File: src/design/balloc_pkg.sv
// Shared constants, node word layout, status codes, controller states and
// datapath operations of the buddy allocator. No dependencies.
package balloc_pkg;

    localparam int MAX_SIZE_LOG2 = 10;
    localparam int ID_BITS       = 16;
    localparam int NODE_COUNT    = (1 << MAX_SIZE_LOG2) - 1;
    localparam int IDX_W         = MAX_SIZE_LOG2;
    localparam int BYTES_W       = MAX_SIZE_LOG2 + 1;
    localparam int LOG_W         = 4;
    localparam int REQ_W         = 11;
    localparam int STATUS_W      = 3;
    localparam int ADDR_W        = 3;
    localparam int DATA_W        = 32;

    localparam logic [LOG_W-1:0] TOTAL_LOG2_RESET = 4'd10;
    localparam logic [LOG_W-1:0] MIN_LOG2_RESET   = 4'd1;

    typedef enum logic {
        REG_TOTAL_LOG2 = 1'b0,
        REG_MIN_LOG2   = 1'b1
    } t_reg;

    typedef enum logic [1:0] {
        MK_ABSENT = 2'd0,
        MK_FREE   = 2'd1,
        MK_SPLIT  = 2'd2,
        MK_ALLOC  = 2'd3
    } t_mark;

    typedef struct packed {
        t_mark                mark;
        logic [BYTES_W-1:0]   lf;
        logic [ID_BITS-1:0]   owner;
    } t_node;

    typedef enum logic [STATUS_W-1:0] {
        ST_OK        = 3'd0,
        ST_TOO_LARGE = 3'd1,
        ST_OVER_CAP  = 3'd2,
        ST_NO_HOLE   = 3'd3,
        ST_NOT_FOUND = 3'd4
    } t_status;

    typedef enum logic [4:0] {
        S_CLEAR, S_IDLE, S_A_CHK, S_A_TEST, S_A_EVAL, S_A_WL, S_A_WR, S_A_STEP,
        S_A_LOAD, S_A_FINAL, S_U_START, S_U_RDR, S_U_EVAL, S_U_WR, S_U_WP,
        S_F_EVAL, S_F_UP, S_DONE
    } t_state;

    typedef enum logic [4:0] {
        OP_NONE, OP_CLR, OP_LOAD, OP_A_CHK, OP_A_TEST, OP_A_EVAL, OP_A_WL,
        OP_A_WR, OP_A_STEP, OP_A_LOAD, OP_A_FINAL, OP_U_RDL, OP_U_RDR,
        OP_U_EVAL, OP_U_WR, OP_U_WP, OP_F_EVAL, OP_F_UP, OP_DONE
    } t_op;

    typedef struct packed {
        logic cfg_clear;
        logic clr_last;
        logic chk_fail;
        logic size_gt_q;
        logic node_free;
        logic hit;
        logic descend;
        logic at_root;
        logic is_odd;
        logic both_free;
        logic out_free;
    } t_flags;

endpackage

File: src/design/balloc_ctrl.sv
// Controller state machine of the buddy allocator: sequences the datapath
// one operation per cycle. Depends on balloc_pkg.
module balloc_ctrl (
    input  logic                i_clk,
    input  logic                i_rst_n,
    input  logic                i_valid,
    input  logic                i_func,
    input  balloc_pkg::t_flags  i_flags,
    output logic                o_stall,
    output balloc_pkg::t_op     o_op
);
    import balloc_pkg::*;

    t_state r_state;
    t_state n_state;

    always_ff @(posedge i_clk) begin
        if (!i_rst_n) begin
            r_state <= S_CLEAR;
        end else begin
            r_state <= n_state;
        end
    end

    always_comb begin
        n_state = r_state;
        unique case (r_state)
            S_CLEAR:   if (i_flags.clr_last) n_state = S_IDLE;
            S_IDLE:    if (i_valid) n_state = i_func ? S_F_EVAL : S_A_CHK;
            S_A_CHK:   n_state = i_flags.chk_fail ? S_DONE : S_A_TEST;
            S_A_TEST:  n_state = i_flags.size_gt_q ? S_A_EVAL : S_A_FINAL;
            S_A_EVAL:  n_state = i_flags.node_free ? S_A_WL : S_A_STEP;
            S_A_WL:    n_state = S_A_WR;
            S_A_WR:    n_state = S_A_STEP;
            S_A_STEP:  n_state = S_A_LOAD;
            S_A_LOAD:  n_state = S_A_TEST;
            S_A_FINAL: n_state = i_flags.node_free ? S_U_START : S_DONE;
            S_U_START: n_state = i_flags.at_root ? S_DONE : S_U_RDR;
            S_U_RDR:   n_state = S_U_EVAL;
            S_U_EVAL:  n_state = i_flags.both_free ? S_U_WR : S_U_START;
            S_U_WR:    n_state = S_U_WP;
            S_U_WP:    n_state = S_U_START;
            S_F_EVAL: begin
                priority if (i_flags.hit) n_state = S_U_START;
                else if (i_flags.descend) n_state = S_F_EVAL;
                else n_state = S_F_UP;
            end
            S_F_UP: begin
                priority if (i_flags.at_root) n_state = S_DONE;
                else if (i_flags.is_odd) n_state = S_F_EVAL;
                else n_state = S_F_UP;
            end
            S_DONE:    if (i_flags.out_free) n_state = S_IDLE;
            default:   n_state = S_CLEAR;
        endcase
        // A new memory size invalidates the whole tree.
        if (i_flags.cfg_clear) n_state = S_CLEAR;
    end

    always_comb begin
        o_stall = (r_state != S_IDLE);
        unique case (r_state)
            S_CLEAR:   o_op = OP_CLR;
            S_IDLE:    o_op = i_valid ? OP_LOAD : OP_NONE;
            S_A_CHK:   o_op = OP_A_CHK;
            S_A_TEST:  o_op = OP_A_TEST;
            S_A_EVAL:  o_op = OP_A_EVAL;
            S_A_WL:    o_op = OP_A_WL;
            S_A_WR:    o_op = OP_A_WR;
            S_A_STEP:  o_op = OP_A_STEP;
            S_A_LOAD:  o_op = OP_A_LOAD;
            S_A_FINAL: o_op = OP_A_FINAL;
            S_U_START: o_op = i_flags.at_root ? OP_NONE : OP_U_RDL;
            S_U_RDR:   o_op = OP_U_RDR;
            S_U_EVAL:  o_op = OP_U_EVAL;
            S_U_WR:    o_op = OP_U_WR;
            S_U_WP:    o_op = OP_U_WP;
            S_F_EVAL:  o_op = OP_F_EVAL;
            S_F_UP:    o_op = OP_F_UP;
            S_DONE:    o_op = OP_DONE;
            default:   o_op = OP_NONE;
        endcase
    end

endmodule

File: config.mk
export PLATFORM = sky130hd
export DESIGN_NAME = balloc_ctrl
export DESIGN_NICKNAME = d
export VERILOG_FILES = /design/src/design/balloc_pkg.sv /design/src/design/balloc_ctrl.sv
export SDC_FILE = /design/constraint.sdc
export NUM_CORES = 1
export LEC_CHECK = 0
export BUFFER_PORTS_ARGS = -buffer_cell sky130_fd_sc_hd__buf_2
export CAP_MARGIN = 20
export CORE_UTILIZATION = 51
export DETAILED_ROUTE_END_ITERATION = 8
export PLACE_DENSITY = 0.83
export SYNTH_ARGS = -nofsm -noshare
export SYNTH_HDL_FRONTEND = slang
export SYNTH_SLANG_ARGS = --single-unit
File: constraint.sdc
create_clock -name i_clk -period 1.6 [get_ports i_clk]
set_input_delay 0.32 -clock i_clk [delete_from_list [all_inputs] [get_ports i_clk]]
set_output_delay 0.32 -clock i_clk [all_outputs]
set_load 0.02 [all_outputs]
==> flow_summary.yaml, run 1 <==
status:
  status: "did not finish"
  lastStage: "global routing (5_1_grt)"
  firstError: "[ERROR GRT-0232] Routing congestion too high. Check the congestion heatmap in the GUI."
global_routing:
  grt_overflow: 10
  grt.total_usage: 0.659
  grt_max_degree: 11
clock_network:
  ctsRootBufferMaster: "clkbuf_4"
  ctsLongestPathBuffers: 2
  numClockSinks: 5
  holdBufCountCts: 0
  htreeDepth: 1
  cts-buffers-inserted: 3
floorplan:
  die_h_um: 40.5
  rows: 13
  die_w_um: 40.5
  start_util: 0.566
  io_pins: 21
synth:
  avgSynthCellArea_um2: 7.19
  synth_area_um2: 754
  yosys_warnings: 0
  dominantRegCellSynth: "dfxtp_1"
  async_flop_share: 0
  synthesis.nets: 120
  ys_types: 45
  syn-instance-count: 105
  synth_edf_count: 0
  seq_area_frac_synth: 0.133
  ys_ff_latch: 5
place:
  portBuffers: 20
  gp_congestion: 0.898
  dpl.hpwl_um: 1850
timing:
  worst_endpoint: "o_op[1]"
  worst-ep-kind: "primary output"
[through the flow]
stage | cells | setup TNS [ns] | setup WS (ns) | instance area (um2) | util
2_1_floorplan | 105 | 0 | 0.0206 | 772 | -
3_3_place_gp | 153 | -0.0191 | -0.0126 | 988 | 0.741
3_5_place_dp | 153 | -0.0956 | -0.0653 | 988 | 0.741
4_1_cts | 162 | -0.275 | -0.106 | 1140 | 0.856
[cells in the mapped netlist, types with 2 or more instances]
cell type | n | area (um2)
nand2_1 | 9 | 33.8
nor2_1 | 9 | 33.8
nor2b_1 | 8 | 50.1
o21ai_0 | 6 | 30.0
a21oi_1 | 5 | 25.0
dfxtp_1 | 5 | 100
buf_4 | 4 | 30.0
nand3_1 | 4 | 20.0
a31oi_1 | 3 | 18.8
buf_2 | 3 | 15.0
inv_1 | 3 | 11.3
nand3b_1 | 3 | 22.5
o311ai_0 | 3 | 26.3
buf_6 | 2 | 22.5
mux2i_1 | 2 | 20.0
nand2b_1 | 2 | 12.5
nand4_1 | 2 | 12.5
nor3_1 | 2 | 10.0
nor4b_2 | 2 | 30.0
o21ai_1 | 2 | 10.0
o31a_1 | 2 | 17.5
[logic make-up after synthesis]
family                 count (synthesis)  share of synthesized area
XOR/XNOR                               2                     0.0232
multiplexers                           2                     0.0265
flip-flops                             5                      0.133
AND/OR/NAND/NOR                       52                      0.420
AO/OA/AOI/OAI                         32                      0.294
buffers and inverters                 12                      0.104
[what timing repair did]
item                                    CTS
resized for setup                        30
setup buffers                             7
endpoints found under the setup margin    7
pin swaps                                 4
[routing by layer]
| layer | overflow | track usage |
|---|---|---|
| met1 | 0 | 0.675 |
| met2 | 5 | 0.861 |
| met3 | 0 | 0.367 |
| met4 | 5 | 0.767 |
| met5 | 0 | 0 |
==> inputs of run 2 (changes only) <==
--- a/config.mk
+++ b/config.mk
@@ -7,9 +7,10 @@
 export LEC_CHECK = 0
 export BUFFER_PORTS_ARGS = -buffer_cell sky130_fd_sc_hd__buf_2
 export CAP_MARGIN = 20
-export CORE_UTILIZATION = 51
+export CORE_AREA = 2 2 63 65
 export DETAILED_ROUTE_END_ITERATION = 8
-export PLACE_DENSITY = 0.83
+export DIE_AREA = 0 0 65 67
+export PLACE_DENSITY_LB_ADDON = 0.15
 export SYNTH_ARGS = -nofsm -noshare
 export SYNTH_HDL_FRONTEND = slang
 export SYNTH_SLANG_ARGS = --single-unit
==> run 2 against run 1 <==
Compared with the run above: the flow now finishes, with violations (setup timing); synthesized cell count unchanged; area after synthesis unchanged.
==> flow_summary.yaml, run 2 <==
critical_path:
  path_cells: "o311ai_2 -> a21oi_2 -> a221o_1 -> buf_6"
  r2r-end: "r_state[3]"
  endpoint_kind: "output port"
  crit_buf_inv: 1
  crit_fanout: 6
  critPathKind: "flip-flop to output port"
  rrSetupSlack_ns: 0.01
  slowest_stage: "dfxtp_4"
  path_delay_family: "compound AO/OA/AOI/OAI gates"
  start_kind: "flip-flop"
  cp.required_ns: 1.28
  crit_arrival_ns: 1.41
  reg2regPathDepth: 7
  reg2reg_from: "r_state[2]"
  slowest_delay_ns: 0.37
synth:
  dominantRegCellSynth: "dfxtp_1"
  synth_edf_count: 0
  ys_ff_latch: 5
  async_flop_share: 0
  avgSynthCellArea_um2: 7.19
  syn-instance-count: 105
  synth_top_family_by_area: "simple AND/OR/NAND/NOR gates"
  synthTopCellsByCount: "nand2_1 (9), nor2_1 (9), nor2b_1 (8), o21ai_0 (6)"
  synth-adder-area-share: 0
  synth_simple_gate_area_frac: 0.420
  synth_compound_area_frac: 0.294
  yosysTopAreaCellShare: 0.133
  synthTopCellsByArea: "dfxtp_1 (13%), nor2b_1 (6.6%), nand2_1 (4.5%)"
  synth_area_um2: 754
  synth_top_area_cell: "dfxtp_1"
  synth_mux_area_frac: 0.0265
  synth_xor_xnor_area_share: 0.0232
  seq_area_frac_synth: 0.133
  yosys_warnings: 0
  ys_types: 45
  synthesis.nets: 120
routing:
  wl_um: 3080
  drc: 0
  vias: 1052
  wire_per_inst_um: 14.7
  drt_iter0_drc: 29
  via_per_inst: 5.01
  ant_nets: 0
  dr.pass1.iters: 4
global_routing:
  grt.total_usage: 0.143
  grt_max_degree: 12
  grt_overflow: 0
  met2_usage: 0.249
  grt_pass1_wl_um: 4780
  grt_use_met1: 0.183
  use_met3: 0.0186
  busiest_layer: "met2"
  grt_pass1_vias: 1000
  antenna_found_initial: 0
timing:
  period_share: 1.08
  hold_viol: 0
  fmax_mhz: 577
  worst_slew_pin_slew_ns: 0.342
  fin_crit_ns: 1.73
  setup_viol_count_final: 5
  finalWorstSetupSlack_ns: -0.135
  fin_skew_ns: 0.00387
  rsz0062_at_grt: "true"
  maxSlewHeadroom: 0.772
  drv_slew: 0
place:
  gp_congestion: 0.814
  portBuffers: 20
  dpl.hpwl_um: 2240
  dpl-instance-area_um2: 1110
clock_network:
  cts_tree: "yes"
  clk_latency_ns: 0.22
  ctsRootBufferMaster: "clkbuf_8"
  htreeDepth: 1
  path_clk_slew_ns: 0.04
  numClockSinks: 5
  ctsLongestPathBuffers: 2
  cts-buffers-inserted: 3
  holdBufCountCts: 0
floorplan:
  io_pins: 21
  core-area_um2: 3610
  design.die.area_um2: 4360
  die_w_um: 65
  rows: 22
  start_util: 0.209
  die_h_um: 67
worst_hold_path:
  hold_depth: 4
  min_from: "i_flags[10]"
  whs_endpoint: "r_state[0]"
  hold_class: "input pin to flip-flop"
final_layout:
  largest_reg_flops: 5
  mostFrequentLayoutCells: "buf_4 (38), buf_2 (16), nor2_1 (8)"
  seq_area_um2: 114
  area_growth_pct: 82.1
  drive_gt1_frac: 0.556
  design_area_um2: 1370
  nNetsFinal: 178
  diodes: 0
  multi_input_area_um2: 684
  final_common_cell: "buf_4"
  top_register: "r_state"
  fillers: 382
  top_regs: "r_state x5"
power:
  power_density_nw_per_um2: 407
  p_switching_uw: 163
  seqPwrFrac: 0.241
  p_clk_frac: 0.425
  leakage_uw: 0.000562
  finalPower_uw: 559
  irDropWorstVdd_mv: 0.204
  power_frac_comb: 0.334
  sw_frac_of_total: 0.292
  p_int_uw: 396
job:
  cap_violations: 0
status:
  status: "complete, but fails checks"
  failed_checks: "setup timing"
==> run 2: cell counts after synthesis <==
Identical to the previous run, type by type.
==> run 2: worst min-delay path: cells and delay by family <==
kind	cells	cell delay (ns)
AOI/OAI and AO/OA	1	0.04
and+or+nand+nor	2	0.12
buffers and inverters	1	0.07
==> run 2: power by group through the flow <==
stage,clock network [uW],logic [uW],registers (uW)
after floorplan,0,76.7,134
after global placement,0,148,139
after detailed placement,0,145,139
after CTS,240,163,134
after global routing,247,202,136
final,238,187,135
==> run 2: how the worst max path moves through the flow <==
stage / startpoint / to / slack [ns] / cells past startpoint
6_report: r_state[2] / o_op[1] / -0.13 / 4
5_1_grt: r_state[2] / o_op[1] / -0.17 / 4
4_1_cts: r_state[2] / o_op[1] / -0.13 / 6
3_5_place_dp: r_state[3] / o_op[1] / -0.13 / 5
3_3_place_gp: r_state[3] / o_op[1] / -0.19 / 5
2_1_floorplan: r_state[1] / o_op[3] / 0.02 / 4
==> run 2: layout make-up <==
cell class | instances | area share
Inverter | 3 | 0.00820
Timing Repair Buffer | 62 | 0.334
Clock buffer | 4 | 0.0328
Tap cell | 48 | 0.0437
Sequential cell | 5 | 0.0829
Multi-Input combinational cell | 88 | 0.498
==> run 2: cells by family (layout without fill, tap and decap cells) <==
group | Yosys count | in the layout
buffers and inverters | 12 | 69
flip-flops | 5 | 5
AO/OA/AOI/OAI | 32 | 32
XOR/XNOR | 2 | 2
AND/OR/NAND/NOR | 52 | 52
multiplexers | 2 | 2
==> run 2: stage by stage <==
stage / TNS, ns / setup WS [ns] / util / std cells / hold slack, ns
floorplan: 0 / 0.0206 / - / 105 / 0.488
global placement: -0.676 / -0.188 / 0.308 / 197 / 0.610
detailed placement: -0.341 / -0.127 / 0.308 / 197 / 0.604
CTS: -0.447 / -0.132 / 0.348 / 206 / 0.369
global route: -0.994 / -0.173 / 0.381 / 210 / 0.415
finish: -0.482 / -0.135 / 0.381 / 210 / 0.376
==> run 2: what timing repair did <==
action                                  CTS  global route
setup buffers                             5             4
gates cloned                              0             0
gates resized for setup                  23            18
pin swaps                                 2             2
endpoints found under the setup margin    9            11
==> run 2: metal layers <==
metal | vias to the layer above | share of wire
met5 | - | 0
met4 | 0 | 0.019
met3 | 4 | 0.037
met2 | 30 | 0.49
met1 | 505 | 0.45
li1 | 513 | -
(Power assumes the default switching activity.)
